## config.mk

```make
export PLATFORM = sky130hd
export DESIGN_NAME = record_deque_with_filter
export DESIGN_NICKNAME = d
export VERILOG_FILES = /design/src/design/rdq_pkg.sv /design/src/design/record_deque_with_filter.sv /design/src/design/rdq_store.sv
export SDC_FILE = /design/constraint.sdc
export NUM_CORES = 2
export LEC_CHECK = 0
export ABC_AREA = 1
export CAP_MARGIN = 10
export CORE_MARGIN = 1
export CORE_UTILIZATION = 55
export DETAILED_ROUTE_END_ITERATION = 7
export DONT_BUFFER_PORTS = 1
export PLACE_DENSITY = 0.7
export SLEW_MARGIN = 20
export SYNTH_ARGS = -nofsm -noshare
export SYNTH_HDL_FRONTEND = slang
export SYNTH_SLANG_ARGS = --single-unit
```

## constraint.sdc

```tcl
create_clock -name clk -period 8.95 [get_ports clk]
set_input_delay 0.895 -clock clk [delete_from_list [all_inputs] [get_ports clk]]
set_output_delay 0.895 -clock clk [all_outputs]
set_load 0.02 [all_outputs]
```

## src/design/rdq_pkg.sv

```systemverilog
`timescale 1ns / 1ps

package rdq_pkg;

  // Fixed field widths
  localparam int YEAR_W  = 12;
  localparam int TITLE_W = 16;
  localparam int CNT_W   = 7;

  // Request codes
  localparam logic [2:0] REQ_PUSH_FRONT = 3'd0;
  localparam logic [2:0] REQ_PUSH_BACK  = 3'd1;
  localparam logic [2:0] REQ_POP_FRONT  = 3'd2;
  localparam logic [2:0] REQ_POP_BACK   = 3'd3;
  localparam logic [2:0] REQ_DELETE     = 3'd4;
  localparam logic [2:0] REQ_COUNT      = 3'd5;

  // Predicate codes
  localparam logic [1:0] MATCH_FLAG_SET   = 2'd0;
  localparam logic [1:0] MATCH_FLAG_CLR   = 2'd1;
  localparam logic [1:0] MATCH_YEAR_ABOVE = 2'd2;

  // Status codes
  localparam logic [1:0] STAT_OK    = 2'd0;
  localparam logic [1:0] STAT_EMPTY = 2'd1;
  localparam logic [1:0] STAT_FULL  = 2'd2;

  // One stored record
  typedef struct packed {
    logic [YEAR_W-1:0]  year;
    logic               flag;
    logic [TITLE_W-1:0] title;
  } rec_t;

  // Input word
  typedef struct packed {
    logic [2:0]         req_type;
    logic [YEAR_W-1:0]  entry_year;
    logic               entry_flag;
    logic [TITLE_W-1:0] entry_title_ref;
    logic [1:0]         match_kind;
    logic [YEAR_W-1:0]  year_limit;
  } in_word_t;

  // Result word
  typedef struct packed {
    logic [YEAR_W-1:0]  out_year;
    logic               out_flag;
    logic [TITLE_W-1:0] out_title_ref;
    logic [CNT_W-1:0]   match_count;
    logic [CNT_W-1:0]   list_size;
    logic [1:0]         status;
  } out_word_t;

  // Sequencer states
  typedef enum logic [5:0] {
    S_IDLE = 6'b000001,
    S_EXEC = 6'b000010,
    S_POP  = 6'b000100,
    S_RD   = 6'b001000,
    S_EV   = 6'b010000,
    S_DONE = 6'b100000
  } state_t;

  // Evaluate the predicate on one record
  function automatic logic rec_match(input rec_t rec, input logic [1:0] kind,
                                     input logic [YEAR_W-1:0] limit);
    logic hit;
    hit = 1'b0;
    case (kind)
      MATCH_FLAG_SET:   hit = rec.flag;
      MATCH_FLAG_CLR:   hit = ~rec.flag;
      MATCH_YEAR_ABOVE: hit = (rec.year > limit);
      default:          hit = 1'b0;
    endcase
    return hit;
  endfunction

endpackage

```

## src/design/record_deque_with_filter.sv

```systemverilog
`timescale 1ns / 1ps

// Channel   Ports                         Dir  Word
// input     in_valid  in_ready  in_data   in   rdq_pkg::in_word_t
// result    out_valid out_ready out_data  out  rdq_pkg::out_word_t
//
// Push and no-op requests pass through S_EXEC and S_DONE to the result register;
// pops that find a record add S_POP. Delete and count walk the stored records
// through the single read port, one S_RD and one S_EV state per record.
// Reset clears the head pointer, the record count and the result valid; the
// record memory is not cleared. A stalled result holds in the output register;
// the next word may be accepted meanwhile and waits at its end for that slot.

module record_deque_with_filter #(
  parameter int CAPACITY = 64
) (
  input  logic                  clk,
  input  logic                  rst_n,
  input  logic                  in_valid,
  output logic                  in_ready,
  input  rdq_pkg::in_word_t     in_data,
  output logic                  out_valid,
  input  logic                  out_ready,
  output rdq_pkg::out_word_t    out_data
);

  localparam int IW = $clog2(CAPACITY);
  localparam int CW = $clog2(CAPACITY + 1);
  localparam int SW = CW + 1;

  rdq_pkg::state_t    state_r, state_nxt;
  logic [IW-1:0]      head_r, head_nxt;
  logic [CW-1:0]      count_r, count_nxt;
  logic [CW-1:0]      pos_r, pos_nxt;
  logic [CW-1:0]      wpos_r, wpos_nxt;
  logic [CW-1:0]      mcnt_r, mcnt_nxt;
  rdq_pkg::in_word_t  req_r, req_nxt;
  rdq_pkg::out_word_t res_r, res_nxt;
  rdq_pkg::out_word_t out_r, out_nxt;
  logic               out_valid_r, out_valid_nxt;

  logic [CW-1:0]      slot_pos;
  logic [SW-1:0]      slot_sum;
  logic [SW-1:0]      slot_wrap;
  logic [IW-1:0]      slot_addr;
  logic [IW-1:0]      head_dec;
  logic [IW-1:0]      head_inc;
  logic               full;
  logic               empty;
  logic               is_push;
  logic               is_pop;

  logic               wr_en;
  logic [IW-1:0]      wr_addr;
  rdq_pkg::rec_t      wr_data;
  logic [IW-1:0]      rd_addr;
  rdq_pkg::rec_t      rd_data;
  logic               hit;

  rdq_store #(
    .DEPTH (CAPACITY),
    .AW    (IW)
  ) u_store (
    .clk     (clk),
    .wr_en   (wr_en),
    .wr_addr (wr_addr),
    .wr_data (wr_data),
    .rd_addr (rd_addr),
    .rd_data (rd_data)
  );

  assign in_ready  = (state_r == rdq_pkg::S_IDLE);
  assign out_valid = out_valid_r;
  assign out_data  = out_r;

  assign full    = (count_r == CW'(CAPACITY));
  assign empty   = (count_r == '0);
  assign is_push = (req_r.req_type == rdq_pkg::REQ_PUSH_FRONT) ||
                   (req_r.req_type == rdq_pkg::REQ_PUSH_BACK);
  assign is_pop  = (req_r.req_type == rdq_pkg::REQ_POP_FRONT) ||
                   (req_r.req_type == rdq_pkg::REQ_POP_BACK);

  // Pick the logical position for the shared slot adder
  always_comb begin
    slot_pos = count_r;
    case (state_r)
      rdq_pkg::S_RD: slot_pos = pos_r;
      rdq_pkg::S_EV: slot_pos = wpos_r;
      default: begin
        if (req_r.req_type == rdq_pkg::REQ_POP_BACK) begin
          slot_pos = count_r - 1'b1;
        end
      end
    endcase
  end

  // Map position to slot around the ring
  assign slot_sum  = SW'(head_r) + SW'(slot_pos);
  assign slot_wrap = (slot_sum >= SW'(CAPACITY)) ? (slot_sum - SW'(CAPACITY)) : slot_sum;
  assign slot_addr = slot_wrap[IW-1:0];

  assign head_dec = (head_r == '0) ? IW'(CAPACITY - 1) : head_r - 1'b1;
  assign head_inc = (head_r == IW'(CAPACITY - 1)) ? '0 : head_r + 1'b1;

  assign hit = rdq_pkg::rec_match(rd_data, req_r.match_kind, req_r.year_limit);

  // Memory port steering
  always_comb begin
    wr_en   = 1'b0;
    wr_addr = slot_addr;
    wr_data = rd_data;
    rd_addr = slot_addr;
    case (state_r)
      rdq_pkg::S_EXEC: begin
        wr_data.year  = req_r.entry_year;
        wr_data.flag  = req_r.entry_flag;
        wr_data.title = req_r.entry_title_ref;
        wr_en         = is_push && !full;
        if (req_r.req_type == rdq_pkg::REQ_PUSH_FRONT) begin
          wr_addr = head_dec;
        end
        if (req_r.req_type == rdq_pkg::REQ_POP_FRONT) begin
          rd_addr = head_r;
        end
      end
      rdq_pkg::S_EV: begin
        // Only a delete rewrites the store; a count leaves it as it is
        wr_en = !hit && (req_r.req_type == rdq_pkg::REQ_DELETE);
      end
      default: begin
        wr_en = 1'b0;
      end
    endcase
  end

  // Sequencer
  always_comb begin
    state_nxt     = state_r;
    head_nxt      = head_r;
    count_nxt     = count_r;
    pos_nxt       = pos_r;
    wpos_nxt      = wpos_r;
    mcnt_nxt      = mcnt_r;
    req_nxt       = req_r;
    res_nxt       = res_r;
    out_nxt       = out_r;
    out_valid_nxt = out_valid_r && !out_ready;
    case (state_r)
      rdq_pkg::S_IDLE: begin
        if (in_valid) begin
          req_nxt   = in_data;
          res_nxt   = '0;
          mcnt_nxt  = '0;
          pos_nxt   = '0;
          wpos_nxt  = '0;
          state_nxt = rdq_pkg::S_EXEC;
        end
      end
      rdq_pkg::S_EXEC: begin
        state_nxt = rdq_pkg::S_DONE;
        if (is_push) begin
          if (full) begin
            res_nxt.status = rdq_pkg::STAT_FULL;
          end else begin
            count_nxt = count_r + 1'b1;
            if (req_r.req_type == rdq_pkg::REQ_PUSH_FRONT) begin
              head_nxt = head_dec;
            end
          end
        end else if (is_pop) begin
          if (empty) begin
            res_nxt.status = rdq_pkg::STAT_EMPTY;
          end else begin
            count_nxt = count_r - 1'b1;
            if (req_r.req_type == rdq_pkg::REQ_POP_FRONT) begin
              head_nxt = head_inc;
            end
            state_nxt = rdq_pkg::S_POP;
          end
        end else if ((req_r.req_type == rdq_pkg::REQ_DELETE) ||
                     (req_r.req_type == rdq_pkg::REQ_COUNT)) begin
          state_nxt = rdq_pkg::S_RD;
        end
      end
      rdq_pkg::S_POP: begin
        // Capture the popped record
        res_nxt.out_year      = rd_data.year;
        res_nxt.out_flag      = rd_data.flag;
        res_nxt.out_title_ref = rd_data.title;
        state_nxt             = rdq_pkg::S_DONE;
      end
      rdq_pkg::S_RD: begin
        if (pos_r == count_r) begin
          if (req_r.req_type == rdq_pkg::REQ_DELETE) begin
            count_nxt = wpos_r;
          end
          state_nxt = rdq_pkg::S_DONE;
        end else begin
          pos_nxt   = pos_r + 1'b1;
          state_nxt = rdq_pkg::S_EV;
        end
      end
      rdq_pkg::S_EV: begin
        // Count a hit, or compact the survivor toward the head
        if (hit) begin
          mcnt_nxt = mcnt_r + 1'b1;
        end else begin
          wpos_nxt = wpos_r + 1'b1;
        end
        state_nxt = rdq_pkg::S_RD;
      end
      rdq_pkg::S_DONE: begin
        if (!out_valid_r || out_ready) begin
          out_nxt             = res_r;
          out_nxt.match_count = rdq_pkg::CNT_W'(mcnt_r);
          out_nxt.list_size   = rdq_pkg::CNT_W'(count_r);
          out_valid_nxt       = 1'b1;
          state_nxt           = rdq_pkg::S_IDLE;
        end
      end
      default: begin
        state_nxt = rdq_pkg::S_IDLE;
      end
    endcase
  end

  // Control registers
  always_ff @(posedge clk) begin
    if (!rst_n) begin
      state_r     <= rdq_pkg::S_IDLE;
      head_r      <= '0;
      count_r     <= '0;
      out_valid_r <= 1'b0;
    end else begin
      state_r     <= state_nxt;
      head_r      <= head_nxt;
      count_r     <= count_nxt;
      out_valid_r <= out_valid_nxt;
    end
  end

  // Payload and walk registers
  always_ff @(posedge clk) begin
    pos_r  <= pos_nxt;
    wpos_r <= wpos_nxt;
    mcnt_r <= mcnt_nxt;
    req_r  <= req_nxt;
    res_r  <= res_nxt;
    out_r  <= out_nxt;
  end

  a_count_bound: assert property (@(posedge clk) disable iff (!rst_n)
    count_r <= CW'(CAPACITY))
    else $error("record count exceeds capacity");

  a_accept_exec: assert property (@(posedge clk) disable iff (!rst_n)
    (in_valid && in_ready) |=> (state_r == rdq_pkg::S_EXEC))
    else $error("accepted word did not start execution");

  a_walk_order: assert property (@(posedge clk) disable iff (!rst_n)
    ((state_r == rdq_pkg::S_RD) || (state_r == rdq_pkg::S_EV)) |-> (wpos_r <= pos_r))
    else $error("compaction write pointer passed read pointer");

  a_result_load: assert property (@(posedge clk) disable iff (!rst_n)
    ((state_r == rdq_pkg::S_DONE) && (!out_valid_r || out_ready)) |=> out_valid_r)
    else $error("finished word not presented");

endmodule

```

## src/design/rdq_store.sv

```systemverilog
`timescale 1ns / 1ps

module rdq_store #(
  parameter int DEPTH = 64,
  parameter int AW    = 6
) (
  input  logic             clk,
  input  logic             wr_en,
  input  logic [AW-1:0]    wr_addr,
  input  rdq_pkg::rec_t    wr_data,
  input  logic [AW-1:0]    rd_addr,
  output rdq_pkg::rec_t    rd_data
);

  rdq_pkg::rec_t mem [DEPTH];
  rdq_pkg::rec_t rd_data_r;

  // Write one record
  always_ff @(posedge clk) begin
    if (wr_en) begin
      mem[wr_addr] <= wr_data;
    end
  end

  // Register the read word
  always_ff @(posedge clk) begin
    rd_data_r <= mem[rd_addr];
  end

  assign rd_data = rd_data_r;

endmodule

```

==> flow_summary.json <==
{
  "timing.slew.headroom_pct": 13.20,
  "dp_cells": 9784,
  "antenna_found_initial": 6,
  "gr-max-usage-layer": "met2",
  "numCtsBuffers": 203,
  "post-cts-setup-buffers": 0,
  "crit_path_max_incr_delay_ns": 1.02,
  "seqPwrFrac_pct": 48.8,
  "cts.htree.levels": 4,
  "die_h_microns": 405.7,
  "power.switching_uw": 6698,
  "yosysTopAreaCell": "edfxtp_1",
  "finalSetupViolations": 0,
  "synth-seq-area-share_pct": 68.06,
  "clkSlewWorstSetupHoldPaths_ns": 0.06,
  "worst_slew_pin_slew_ns": 1.293,
  "slew_violations": 0,
  "clock_path_buffers": 3,
  "path_buf_inv": 3,
  "fmax_mhz": 154.0,
  "cts_hold_buffers": 0,
  "vdd_drop_max_v": 0.0002949,
  "syn_area_sq_mm": 0.08964,
  "cts_tree": "built",
  "powerDensity_mw_per_mm2": 240.4,
  "drive_above_1_share_pct": 6.497,
  "critPathSlowestCell": "nor2_4",
  "drt-wirelength-per-cell_microns": 25.21,
  "vias": 60690,
  "synthFlopType": "edfxtp_1",
  "grtUsageTotal_pct": 31.06,
  "synth_most_common_cell": "nand3_1",
  "setup_tns_ns": 0,
  "path_class": "flip-flop to flip-flop",
  "dr.pass1.iters": 7,
  "syn_nets": 8116,
  "instances_no_fill": 10160,
  "synth.area.top_cells": "edfxtp_1, nand3_1, nand3b_1",
  "met3_usage_pct": 6.207,
  "layout_min_cycle_time_ns": 6.494,
  "synth_warnings": 0,
  "antenna_left": 0,
  "internal-power_uw": 17030,
  "path_delay_family": "simple AND/OR/NAND/NOR gates",
  "area_growth_pct": 10.15,
  "dp_hpwl_mm": 140.6,
  "grt_pass1_vias": 57120,
  "core.rowCount": 147,
  "io_buffers": 0,
  "start_util_pct": 55.63,
  "vias_per_cell": 5.971,
  "n_fill_cell": 12500,
  "skew_ns": 0.04027,
  "finalCritPeriodShare_pct": 72.56,
  "yosysTopAreaCellShare_pct": 66.97,
  "status": "finished clean",
  "whs_ns": 0.1683,
  "grt_remaining_overflow": 0,
  "place.gp.congestion": 0.9271,
  "route.detailed.drc": 0,
  "ys_ff_latch": 2048,
  "hold_path_class": "input port to flip-flop",
  "rsz0062_at_grt": "no",
  "cp-start-kind": "flip-flop",
  "combinationalPowerShare_pct": 15.4,
  "clkLatencyLatePin_ns": 0.83,
  "dieArea_sq_mm": 0.1646,
  "diodes": 0,
  "grt_max_degree": 181,
  "crit_fanout": 29,
  "p_total_uw": 23730,
  "ctsResizeCount": 0,
  "wl_mm": 256.2,
  "cp.required_ns": 9.37,
  "coreArea_sq_mm": 0.1611,
  "pwr-share-clk_pct": 35.8,
  "maxCapViolCount": 0,
  "switching_share_pct": 28.22,
  "hold_viol": 0,
  "boundaryPins": 97,
  "die_w_microns": 405.7,
  "end_kind": "flip-flop",
  "nets": 7913,
  "synth_enable_flop_cells": 1999,
  "leakagePower_uw": 0.03794,
  "drt_iter0_drc": 8235,
  "grt_pass1_wl_mm": 374.9,
  "use_met2_pct": 48.01,
  "syn_avg_cell_area_sq_um": 11.15,
  "grtUsageMet1_pct": 42.29,
  "cp_cell_sequence": "nor2_1 > inv_1 > nor2_1 > nand3_1 > nand2_1 > inv_1 > o21ai_0 > o221ai_1 > ha_1 > a21oi_1 > o21ai_0 > xnor2_1 > nand2_1 > o21ai_1 > inv_1 > nor2_1 > nand2_1 > nor2_4",
  "synth_async_sr_flop_share_pct": 0,
  "cts-root-buf": "clkbuf_16",
  "ys_types": 42,
  "syn_inst": 8039,
  "yosys-top-cells-count": "nand3_1, edfxtp_1, nand2_1",
  "cts.sinks": 2048,
  "arrival_ns": 6.92
}
-- final timing paths --
path | startpoint | endpoint | slack [ns] | cells after the start
max | state_r[2] | u_store.mem[41][23] | 2.46 | 18
min | in_data[44] | req_r[44] | 0.17 | 0
max reg2reg | state_r[2] | u_store.mem[41][23] | 2.46 | 18
min reg2reg | res_r[39] | out_data[39] | 0.42 | 0
-- layout make-up --
cell class	count	area, sq um	area share (%)
clock inverters	93	964.7	0.9771
flip-flops and latches	2048	61010	61.79
inverters	1154	4342	4.397
clock buffers	280	5617	5.689
repair buffers	116	1254	1.270
well taps	2160	2703	2.737
multi-input cells	4313	22840	23.14
-- state kept, by name (all words and copies together) (netlist names) --
register / count
wpos_r: 7
u_store.mem: 1856
res_r: 31
mcnt_r: 7
state_r: 6
u_store.rd_data: 29
pos_r: 7
req_r: 46
head_r: 6
count_r: 7
out_data: 45
out_valid: 1
-- routing by layer --
layer  vias to the layer above  wire [microns]  share of wire, %
met5                         -              13            0.0051
met4                         2           13380               5.2
met3                       559           26810                10
met2                      3298          117600                46
met1                     29590           98390                38
li1                      27250               -                 -
-- cell families (layout without fill, tap and decap cells) --
kind of cell | Yosys count | after routing | synth area share (%)
AOI/OAI and AO/OA | 131 | 131 | 0.8096
xor gates and xnor gates | 22 | 22 | 0.2150
adders and majority gates | 27 | 27 | 0.3853
buffers and inverters | 1678 | 1643 | 7.468
DFF | 2048 | 2048 | 68.06
muxes | 1 | 1 | 0.01117
and+or+nand+nor | 4132 | 4132 | 23.05
-- metrics by stage --
stage / util (%) / worst slack (ns) / area, sq um
6_report: 61.28 / 2.456 / 98730
3_3_place_gp: 57.06 / 2.700 / 91940
4_1_cts: 61.16 / 2.558 / 98540
5_1_grt: 61.28 / 2.274 / 98730
2_1_floorplan: - / 4.353 / 89640
3_5_place_dp: 57.08 / 2.629 / 91960
-- layout by cell type (no fill, tap or decap), types with 5 or more instances in the layout --
master         n
nand2_1     1241
nor2_4        65
a21oi_1       33
clkbuf_16    209
ha_1          26
buf_12        21
a211oi_1       5
edfxtp_1    1999
nand3b_1     678
nand4_1        6
bufinv_16     19
nand3_1     2008
clkbuf_8      12
dfxtp_1       49
nor3_1        10
clkinv_1      35
inv_1       1144
xor2_1        15
o21ai_4       33
xnor2_1        7
o21ai_0       35
buf_16         6
inv_2          5
clkinvlp_4     5
clkbuf_1      59
clkinv_2      31
buf_4         89
nor2_1       103
-- power by group through the flow --
stage,logic [uW],clock network (uW),registers [uW]
floorplan,1820,0,11800
global placement,3480,0,11800
detailed placement,3550,0,11800
CTS,3560,8550,11600
global route,3810,8910,11600
finish,3660,8500,11600
(Power assumes the default switching activity.)
